$ cat src/stbs_pkg.sv
package stbs_pkg;

  // Field widths of the stream words.
  localparam int CMD_W   = 2;
  localparam int VALUE_W = 32;
  localparam int POS_W   = 11;
  localparam int OUT_TDATA_W = 16;

  // Command codes carried in s_tuser.
  localparam logic [CMD_W-1:0] CMD_CLEAR  = 2'd0;
  localparam logic [CMD_W-1:0] CMD_APPEND = 2'd1;
  localparam logic [CMD_W-1:0] CMD_LOWER  = 2'd2;
  localparam logic [CMD_W-1:0] CMD_UPPER  = 2'd3;

  // One accepted input word as it waits in the command queue.
  typedef struct packed {
    logic [CMD_W-1:0]   command;
    logic [VALUE_W-1:0] value;
  } stbs_word_t;

  // Head of the command queue as seen by the back end.
  typedef struct packed {
    logic       valid;
    stbs_word_t word;
  } stbs_head_t;

endpackage

$ cat src/stbs_front.sv
module stbs_front (
  input  logic                          clk,
  input  logic                          rst,
  input  logic                          s_tvalid,
  output logic                          s_tready,
  input  logic [stbs_pkg::VALUE_W-1:0]  s_tdata,
  input  logic [stbs_pkg::CMD_W-1:0]    s_tuser,
  output stbs_pkg::stbs_head_t          head,
  input  logic                          pop
);

  localparam int QUEUE_DEPTH = 2;
  localparam int PTR_W = $clog2(QUEUE_DEPTH);

  stbs_pkg::stbs_word_t slots [QUEUE_DEPTH];
  logic [PTR_W-1:0] wr_ptr;
  logic [PTR_W-1:0] rd_ptr;
  logic [PTR_W:0]   fill;
  logic             push;
  logic             take;

  assign s_tready = (fill != (PTR_W+1)'(QUEUE_DEPTH));
  assign push     = s_tvalid && s_tready;
  assign take     = pop && head.valid;

  // The oldest word is offered to the back end.
  assign head.valid = (fill != '0);
  assign head.word  = slots[rd_ptr];

  // Payload slots need no reset.
  always_ff @(posedge clk) begin
    if (push) begin
      slots[wr_ptr].command <= s_tuser;
      slots[wr_ptr].value   <= s_tdata;
    end
  end

  // Queue pointers and fill level.
  always_ff @(posedge clk) begin
    if (rst) begin
      wr_ptr <= '0;
      rd_ptr <= '0;
      fill   <= '0;
    end else begin
      if (push) begin
        wr_ptr <= wr_ptr + 1'b1;
      end
      if (take) begin
        rd_ptr <= rd_ptr + 1'b1;
      end
      if (push && !take) begin
        fill <= fill + 1'b1;
      end else if (take && !push) begin
        fill <= fill - 1'b1;
      end
    end
  end

endmodule

$ cat config.mk
export PLATFORM = sky130hd
export DESIGN_NAME = stbs_front
export DESIGN_NICKNAME = d
export VERILOG_FILES = /design/src/stbs_pkg.sv /design/src/stbs_front.sv
export SDC_FILE = /design/constraint.sdc
export NUM_CORES = 1
export LEC_CHECK = 0
export ABC_AREA = 1
export BUFFER_PORTS_ARGS = -buffer_cell sky130_fd_sc_hd__buf_4
export CAP_MARGIN = 0
export CORE_ASPECT_RATIO = 0.9
export CORE_MARGIN = 3
export CORE_UTILIZATION = 52
export DETAILED_ROUTE_END_ITERATION = 10
export PLACE_DENSITY = 0.79
export SLEW_MARGIN = 10
export SYNTH_ARGS = -nofsm -noshare
export SYNTH_HDL_FRONTEND = slang
export SYNTH_SLANG_ARGS = --single-unit
$ cat constraint.sdc
create_clock -name clk -period 2.7 [get_ports clk]
set_input_delay 0 -clock clk [delete_from_list [all_inputs] [get_ports clk]]
set_output_delay 0 -clock clk [all_outputs]
set_load 0.05 [all_outputs]
==> results of run 1 <==
kinds of logic after synthesis:
| kind of cell | share of synthesized area (%) |
|---|---|
| fa+ha+maj | 0.439 |
| compound gates | 0.703 |
| mux | 17.4 |
| flops | 75.2 |
| simple gates | 2.68 |
| buf+inv | 3.56 |
synthesized netlist by cell type:
master | count | area [um2]
nand4_1 | 1 | 6.26
dfxtp_1 | 5 | 100
mux2_4 | 30 | 450
nand2_1 | 9 | 33.8
o21ai_0 | 2 | 10.0
buf_6 | 1 | 11.3
edfxtp_1 | 68 | 2040
a21oi_1 | 2 | 10.0
mux2_2 | 4 | 45.0
nand3_1 | 2 | 10.0
nor2_1 | 7 | 26.3
buf_12 | 3 | 60.1
ha_1 | 1 | 12.5
inv_1 | 8 | 30.0
worst max-delay path, stage by stage (launching register included):
cell     delay (ps)
dfxtp_2         630
buf_4           430
mux2_4          350
buf_4           190
registers in the layout (all words and copies together), names as in the netlist, named ones only:
name / flops
slots: 68
rd_ptr: 1
wr_ptr: 1
fill: 2
area by class of cell:
type	instances	area share, %
Tap cell	65	2.04
Antenna cell	1	0.0626
Clock buffer	11	3.29
Sequential cell	73	53.6
Timing Repair Buffer	113	23.6
Inverter	8	0.752
Clock inverter	5	1.16
Multi-Input combinational cell	58	15.5
through the flow:
step                cells  total power [W]  util (%)  instance area, um2
floorplan             143          0.00263         -                2850
global placement      280          0.00292      67.9                3440
detailed placement    280          0.00297      67.9                3440
CTS                   333          0.00378      78.7                3990
global route          333          0.00391      78.7                3990
finish                334          0.00376      78.7                4000
timing repair:
action,in CTS,in global routing
endpoints found under the hold margin,72,0
gates resized for setup,0,0
hold buffers,37,0
layer usage:
layer  GRT usage, %  wire (um)  share of wire [%]  vias to the layer above
li1               -          -                  -                      778
met1           19.3       2130                 38                      820
met2           32.6       3120                 56                       57
met3           5.30        256                4.6                        6
met4           6.27         47               0.85                        0
met5              0          0                  0                        -
power by group through the flow:
stage                     Sequential (W)  Clock (W)  Combinational, W
after global routing             0.00153   0.000842           0.00154
after CTS                        0.00151   0.000783           0.00148
final                            0.00151   0.000770           0.00148
after floorplan                  0.00150          0           0.00113
after global placement           0.00152          0           0.00140
after detailed placement         0.00154          0           0.00143
worst paths after layout:
check,from,endpoint,cells past startpoint
min reg2reg,rd_ptr,flip-flop,2
max,flip-flop,head[25],3
min,s_tvalid,wr_ptr,4
max reg2reg,fill[0],slots[1][4],5
==> metrics.yaml, run 1 <==
outcome:
  outcome: "complete, no violations"
detailed_routing:
  viasPerCell: 4.97
  drt_wl_total_mm: 5.56
  wl_per_cell_um: 16.6
  drtAntennaViolNets: 0
  vias: 1661
  drc_errors: 0
  drt_iter0_drc: 72
  dr.pass1.iters: 4
sta:
  fin_hold_ws_ps: 303
  skew_ps: 6.75
  setup_viol: 0
  fmax_mhz: 521
  slew_viol_final: 0
  finalCriticalPeriod_ps: 1920
  worst_pin_slew_ps: 484
  setup_tns_ps: 0
  fin_ws_ps: 780
  hold_viol_final: 0
  fin_crit_sh_pct: 71.1
  rsz0062_at_grt: "false"
  maxSlewHeadroom_pct: 67.7
setup_path:
  worst-path-max-fanout: 19
  cp-end-kind: "primary output"
  critPathRequiredTime_ps: 2700
  startpoint_type: "flip-flop"
  crit_arrival_ps: 1920
  rrSetupSlack_ps: 910
  crit_type: "flip-flop to primary output"
floorplan:
  initial_utilization_pct: 56.1
  die_w_um: 84.0
  io_pins: 74
  row_count: 24
  die_y_um: 76.2
  die_area_um2: 6400
  coreArea_um2: 5070
power:
  clkPwrFrac_pct: 20.5
  pwr-share-comb_pct: 39.3
  vdd.ir_drop.worst_uv: 746
  power_density_nw_per_um2: 941
  sequentialPowerShare_pct: 40.2
  power.internal_w: 0.00240
  p_leak_nw: 1.61
  swShare_pct: 36.2
  power.net_switching_w: 0.00136
clock_network:
  clk_pin_slew_ps: 60
  post_cts_buffers: 0
  htreeDepth: 3
  numCtsBuffers: 9
  worstSkewPairLatency_ps: 320
  cts-root-buf: "clkbuf_8"
  cts_buffer_depth: 2
  cts_tree: "built"
  clock_sink_count: 73
global_routing:
  overflow: 0
  grt_usage_pct: 17.7
  grt_pass1_vias: 1730
  grt_pass1_wl_mm: 8.49
  grt_start_max_net_pins: 20
  antenna_found_initial: 0
place:
  place.port_buffers: 73
  pre_cts_slack_ps: 916
  gp_congestion: 0.719
  dp_hpwl_mm: 3.55
final_layout:
  syn_to_final_growth_pct: 40.3
  layout_common_cells: "buf_4 (76), edfxtp_1 (68), dlygate4sd3_1 (37)"
  multiInputGateArea_um2: 619
  num-fill-cells: 260
  mostFrequentLayoutCell: "buf_4"
  regArea_um2: 2140
  drive_gt1_share_pct: 46.3
  nets: 302
min_path:
  min_path_type: "primary input to flip-flop"
yosys:
  synth_cell_types: 14
  syn_area_per_cell_um2: 19.9
  ys_seq_area_share_pct: 75.2
  netlist_area_um2: 2850
  yosys_register_bits: 73
  synthCells: 143
  ys.warnings.count: 0
  syn_nets: 182
job:
  drv_cap: 0
Note: power is estimated with default switching activity, not from simulation.
==> run 2: changes to the inputs <==
--- a/config.mk
+++ b/config.mk
@@ -5,14 +5,14 @@
 export SDC_FILE = /design/constraint.sdc
 export NUM_CORES = 1
 export LEC_CHECK = 0
-export ABC_AREA = 1
+export ABC_AREA = 0
 export BUFFER_PORTS_ARGS = -buffer_cell sky130_fd_sc_hd__buf_4
 export CAP_MARGIN = 0
 export CORE_ASPECT_RATIO = 0.9
 export CORE_MARGIN = 3
-export CORE_UTILIZATION = 52
+export CORE_UTILIZATION = 51
 export DETAILED_ROUTE_END_ITERATION = 10
-export PLACE_DENSITY = 0.79
+export PLACE_DENSITY = 0.78
 export SLEW_MARGIN = 10
 export SYNTH_ARGS = -nofsm -noshare
 export SYNTH_HDL_FRONTEND = slang
==> constraint.sdc (replaced) <==
create_clock -name clk -period 1.95 [get_ports clk]
set_input_delay 0 -clock clk [delete_from_list [all_inputs] [get_ports clk]]
set_output_delay 0 -clock clk [all_outputs]
set_load 0.05 [all_outputs]
==> run 2 against run 1 <==
Clock skew shrank 0.91 ps. Global-route usage up 0.59 points. Register-to-register slack worse by 630 ps. Critical path depth increased by 2. Flip-flop and latch count unchanged. Synthesized cell count down 9.1%. Critical path type is now flip-flop to flip-flop. Largest power group is now combinational cells. Highest routed layer unchanged.
==> metrics.yaml, run 2 <==
setup_path:
  reg2reg_depth: 5  # unchanged
  startpoint_type: "flip-flop"
  crit_type: "flip-flop to flip-flop"
  crit_arrival_ps: 1940  # +20 ps
  cp-end-kind: "flip-flop"
  worst-path-max-fanout: 5  # -14
  critPathRequiredTime_ps: 2220  # -480 ps
  critPathLaunch: "fill[0]"
  r2r_start: "fill[0]"
floorplan:
  row_count: 24  # unchanged
  die_y_um: 74.7  # -2.0%
  initial_utilization_pct: 53.9  # -2.2 points
  die_area_um2: 6150  # -4.0%
  io_pins: 74  # unchanged
  die_w_um: 82.3  # -2.0%
  coreArea_um2: 4950  # -2.4%
sta:
  slew_viol_final: 0  # unchanged
  fin_crit_sh_pct: 85.7
  rsz0062_at_grt: "false"
  worst_pin_slew_ps: 324  # -160 ps
  finalCriticalPeriod_ps: 1670
  fmax_mhz: 598
  skew_ps: 5.84  # -0.912 ps
  maxSlewHeadroom_pct: 78.2  # +10 points
  setup_viol: 0  # unchanged
  hold_viol_final: 0  # unchanged
  setup_tns_ps: 0  # unchanged
power:
  sequentialPowerShare_pct: 40.0  # -0.2 points
  power_density_nw_per_um2: 1320  # +40%
  vdd.ir_drop.worst_uv: 769  # +3.1%
  power.internal_w: 0.00316  # +32%
  swShare_pct: 38.1  # +1.9 points
  power.net_switching_w: 0.00195  # +43%
  pwr-share-comb_pct: 40.7  # +1.4 points
  p_leak_nw: 1.46  # -9.2%
  clkPwrFrac_pct: 19.3  # -1.2 points
final_layout:
  nets: 288  # -4.6%
  largest_reg_flops: 68  # unchanged
  fin_cells: 319  # -4.5%
  regArea_um2: 2140  # about the same
  diodes: 0  # -1
  largestRegisters: "slots x68, fill x2"
  mostFrequentLayoutCell: "buf_4"
  drive_gt1_share_pct: 50.8  # +4.5 points
  top_register: "slots"
  num-fill-cells: 270  # +3.8%
  multiInputGateArea_um2: 503  # -19%
  syn_to_final_growth_pct: 44.6
  layout_common_cells: "buf_4 (73), edfxtp_1 (68), dlygate4sd3_1 (36)"
global_routing:
  grt_start_max_net_pins: 35  # +75%
  grt_usage_pct: 18.3  # +0.59 points
  grt_pass1_wl_mm: 7.92  # -6.7%
  grt_pass1_vias: 1665  # -3.8%
  antenna_found_initial: 0  # unchanged
  overflow: 0  # unchanged
yosys:
  yosys_register_bits: 73  # unchanged
  ys.warnings.count: 0  # unchanged
  netlist_area_um2: 2670  # -6.2%
  synthArstFlopShare_pct: 0  # unchanged
  yosysTopAreaCellShare_pct: 76.4  # +4.7 points
  synth_common_cells: "edfxtp_1 (68), mux2_2 (34), dfxtp_1 (5)"
  synth_flop_cell: "edfxtp_1"
  syn_nets: 169  # -7.1%
  synthTopCellsByArea: "edfxtp_1 (76%), mux2_2 (14%), dfxtp_1 (3.7%)"
  syn_area_per_cell_um2: 20.6  # +3.2%
  synth_cell_types: 18  # +4
  synth_largest_area_cell: "edfxtp_1"
  synth_edf_count: 68  # unchanged
  synthCells: 130  # -9.1%
  ys_seq_area_share_pct: 80.1  # +4.9 points
  yosysMostFrequentCell: "edfxtp_1"
clock_network:
  worstSkewPairLatency_ps: 340  # +20 ps
  post_cts_buffers: 0  # unchanged
  htreeDepth: 3  # unchanged
  clock_sink_count: 73  # unchanged
  clk_pin_slew_ps: 70  # about the same
  cts_tree: "built"
  numCtsBuffers: 9  # unchanged
  cts_buffer_depth: 2  # unchanged
  cts-root-buf: "clkbuf_8"
detailed_routing:
  vias: 1581  # -4.8%
  drtAntennaViolNets: 0  # unchanged
  dr.pass1.iters: 4  # unchanged
  drc_errors: 0  # unchanged
  drt_iter0_drc: 112  # +56%
  wl_met3_um: 309  # +21%
  dr_wl_met2_mm: 2.81  # -10%
  viasPerCell: 4.96  # -0.34%
  drt_wl_total_mm: 5.38  # -3.3%
  wl_per_cell_um: 16.8  # +1.3%
  routed.top_layer: "met4"
  wl_met1_mm: 2.11  # -1.2%
min_path:
  worstHoldPathCells: 4  # unchanged
  min_path_type: "primary input to flip-flop"
  worstHoldStart: "pop"
place:
  gp_congestion: 0.692  # -3.7%
  dp.cells: 267  # -4.6%
  place.port_buffers: 73  # unchanged
job:
  drv_cap: 0  # unchanged
outcome:
  outcome: "complete, no violations"
run 2: cell types whose count changed after synthesis, moves of 3 or more:
cell     change
xor2_1       +3
mux2_2      +30
nand2_1      -9
buf_12       -3
mux2_4      -30
inv_1        -7
nor2_1       -4
run 2: what timing repair did:
action | CTS | global route
resized for setup | 0 | 0
endpoints found under the hold margin | 73 | 0
hold buffers | 36 | 0
run 2: final cells by class:
type / instances / area share, %
flip-flops and latches: 73 / 55.4
repair buffers: 112 / 25.1
multi-input cells: 52 / 13.0
clock buffers: 10 / 3.30
well taps: 65 / 2.10
clock inverters: 6 / 0.906
inverters: 1 / 0.194
run 2: power groups by stage:
stage | logic [W] | registers [W] | clock network, W
finish | 0.00208 | 0.00204 | 0.000985
global route | 0.00218 | 0.00207 | 0.00107
CTS | 0.00209 | 0.00204 | 0.00101
detailed placement | 0.00202 | 0.00208 | 0
global placement | 0.00198 | 0.00206 | 0
floorplan | 0.00145 | 0.00204 | 0
run 2: metal layers:
metal  vias up  GRT usage (%)
met1       759           20.9
li1        742              -
met5         -              0
met4         0           11.1
met2        66           31.6
met3        14           4.19
run 2: final timing paths:
path               end  slack, ps
max            fill[1]        280
min          flip-flop        130
max reg2reg    fill[1]        280
min reg2reg  flip-flop        520
run 2: stage by stage:
step	total power [W]	setup slack, ps	hold slack, ps	util [%]	instance area [um2]
after global routing	0.00531	199	140	78.0	3860
after CTS	0.00514	268	110	78.0	3860
after detailed placement	0.00410	316	188	67.4	3340
after global placement	0.00404	401	185	67.4	3340
final	0.00511	278	132	78.0	3860
after floorplan	0.00349	6.89	69.1	-	2680
run 2: worst max-delay path, stage by stage (launching register included):
cell and delay, ps:
dfxtp_1 360, nand2b_1 220, and2_1 190, ha_1 320, or3_1 370, a21oi_1 150
run 2: cell families (layout without fill, tap and decap cells):
family | after synthesis | count (layout) | synth area share (%)
AO/OA/AOI/OAI | 5 | 5 | 1.12
XOR/XNOR | 3 | 3 | 0.983
adder cells (fa/ha/maj) | 1 | 1 | 0.468
buffers and inverters | 5 | 129 | 1.08
flip-flops | 73 | 73 | 80.2
multiplexers | 34 | 34 | 14.3
AND/OR/NAND/NOR | 9 | 9 | 1.87
==> run 3: changes to the inputs <==
--- a/config.mk
+++ b/config.mk
@@ -8,11 +8,13 @@
 export ABC_AREA = 0
 export BUFFER_PORTS_ARGS = -buffer_cell sky130_fd_sc_hd__buf_4
 export CAP_MARGIN = 0
+export CELL_PAD_IN_SITES_DETAIL_PLACEMENT = 1
+export CELL_PAD_IN_SITES_GLOBAL_PLACEMENT = 1
 export CORE_ASPECT_RATIO = 0.9
 export CORE_MARGIN = 3
-export CORE_UTILIZATION = 51
+export CORE_UTILIZATION = 43
 export DETAILED_ROUTE_END_ITERATION = 10
-export PLACE_DENSITY = 0.78
+export PLACE_DENSITY_LB_ADDON = 0.1
 export SLEW_MARGIN = 10
 export SYNTH_ARGS = -nofsm -noshare
 export SYNTH_HDL_FRONTEND = slang
==> run 3 against run 2 <==
Wire length up 14%. Sequential share of layout area down 0.34 points. Via count up 0.38%. Hold slack better by 71 ps. Clock skew up 1.0 ps. Power up 2.5%. Clock power up 11%. Count of clock-buffer cells in the layout down 1. Largest power group unchanged. Highest routed layer unchanged.
==> metrics.yaml, run 3 (same netlist as run 2, synthesis figures left out) <==
final_layout:
  num-fill-cells: 527  # +95%
  nets: 289  # +0.35%
  drive_gt1_share_pct: 50.2  # -0.59 points
  syn_to_final_growth_pct: 45.5
  diodes: 0  # unchanged
  regArea_um2: 2140  # unchanged
  fin_cells: 325  # +1.9%
  largestRegisters: "slots x68, fill x2"
  largest_reg_flops: 68  # unchanged
  layout_common_cells: "buf_4 (75), edfxtp_1 (68), dlygate4sd3_1 (36)"
  mostFrequentLayoutCell: "buf_4"
  multiInputGateArea_um2: 503  # unchanged
  final_core_utilization_pct: 66.4  # -12 points
  top_register: "slots"
detailed_routing:
  vias: 1587  # +0.38%
  drc_errors: 0  # unchanged
  drtAntennaViolNets: 0  # unchanged
  wl_per_cell_um: 18.9  # +12%
  dr.pass1.iters: 3  # -1
  viasPerCell: 4.88  # -1.5%
  drt_wl_total_mm: 6.14  # +14%
  drt_iter0_drc: 58  # -48%
setup_path:
  worstReg2RegEnd: "fill[1]"
  reg2reg_depth: 5  # unchanged
  crit_type: "flip-flop to flip-flop"
  rrSetupSlack_ps: 190  # -90 ps
  worst-path-max-fanout: 5  # unchanged
  crit_arrival_ps: 2030  # +90 ps
  startpoint_type: "flip-flop"
  cp-end-kind: "flip-flop"
  r2r_start: "fill[0]"
  critPathRequiredTime_ps: 2220  # about the same
sta:
  hold_viol_final: 0  # unchanged
  slew_viol_final: 0  # unchanged
  maxSlewHeadroom_pct: 69.0  # -9.1 points
  fmax_mhz: 567  # -5.2%
  setup_viol: 0  # unchanged
  skew_ps: 6.87  # +1.03 ps
  worst_pin_slew_ps: 460  # +136 ps
  finalCriticalPeriod_ps: 1760  # +91.3 ps
  fin_crit_sh_pct: 90.4  # +4.7 points
  rsz0062_at_grt: "false"
  setup_tns_ps: 0  # unchanged
floorplan:
  io_pins: 74  # unchanged
  die_w_um: 89.1  # +8.3%
  row_count: 26  # +8.3%
  coreArea_um2: 5860  # +18%
  die_area_um2: 7200  # +17%
  die_y_um: 80.8  # +8.2%
  initial_utilization_pct: 45.6  # -8.3 points
min_path:
  worstHoldPathCells: 4  # unchanged
  min_path_type: "primary input to flip-flop"
  worstHoldStart: "pop"
clock_network:
  clk_pin_slew_ps: 70  # about the same
  cts-root-buf: "clkbuf_8"
  cts_buffer_depth: 2  # unchanged
  cts.repair.resized: 0  # unchanged
  clock_sink_count: 73  # unchanged
  cts_tree: "built"
  post_cts_buffers: 0  # unchanged
  numCtsBuffers: 9  # unchanged
  worstSkewPairLatency_ps: 340  # about the same
  htreeDepth: 3  # unchanged
global_routing:
  grt_start_max_net_pins: 25  # -29%
  antenna_found_initial: 0  # unchanged
  grt_pass1_vias: 1767  # +6.1%
  overflow: 0  # unchanged
  grt_usage_pct: 18.4  # +0.076 points
  grt_pass1_wl_mm: 9.35  # +18%
place:
  gp_congestion: 0.722  # +4.4%
  place.port_buffers: 73  # unchanged
  dp.cells: 273  # +2.2%
  dp_hpwl_mm: 3.57
power:
  p_leak_nw: 1.47  # +0.66%
  vdd.ir_drop.worst_uv: 772  # +0.46%
  power_density_nw_per_um2: 1350  # +1.8%
outcome:
  outcome: "complete, no violations"
job:
  drv_cap: 0  # unchanged
## run 3: changes by cell type in the layout (fill, tap and decap cells not counted)
cell       before  now
buf_12          3    2
buf_4          73   75
bufinv_16       0    1
clkbuf_1        1    0
clkinv_1        0    3
clkinv_2        4    1
## run 3: area by class of cell
type / count / share of cell area (%)
Multi-Input combinational cell: 52 / 12.9
Clock buffer: 9 / 3.19
Timing Repair Buffer: 113 / 24.8
Tap cell: 70 / 2.25
Clock inverter: 7 / 1.58
Sequential cell: 73 / 55.1
Inverter: 1 / 0.193
## run 3: timing repair
action	in CTS	in global routing
hold buffers	36	0
setup endpoints to repair	0	0
hold endpoints to repair	73	0
## run 3: worst max-delay path by stage
stage,start,endpoint,depth (start not counted)
5_1_grt,fill[0],fill[1],5
4_1_cts,fill[0],fill[1],5
2_1_floorplan,fill[0],slots[0][0],3
3_5_place_dp,fill[0],fill[1],5
6_report,fill[0],fill[1],5
3_3_place_gp,fill[0],fill[1],5
## run 3: critical path: stages, from the launching register on
cell and delay [ps]:
dfxtp_1 370, nand2b_1 250, and2_1 210, ha_1 340
or3_1 370, a21oi_1 160
## run 3: per-layer routing
layer,GRT usage [%],wire [um],vias up
li1,-,-,741
met1,18.7,2200,792
met2,34.2,3530,50
met3,8.22,370,4
met4,4.46,39,0
met5,0,0,-
## run 3: stage by stage
stage	power (W)	area [um2]	worst slack (ps)	hold WS, ps
after floorplan	0.00349	2680	6.89	69.1
after global placement	0.00405	3340	381	185
after detailed placement	0.00411	3340	279	189
after CTS	0.00526	3890	240	166
after global routing	0.00547	3890	91.6	207
final	0.00523	3890	187	203
## run 3: report_power, final
part | switching [W] | internal (W) | leakage [nW]
Clock | 0.000512 | 0.000574 | 0.0877
Sequential | 0.0000791 | 0.00196 | 0.676
Combinational | 0.00136 | 0.000744 | 0.708
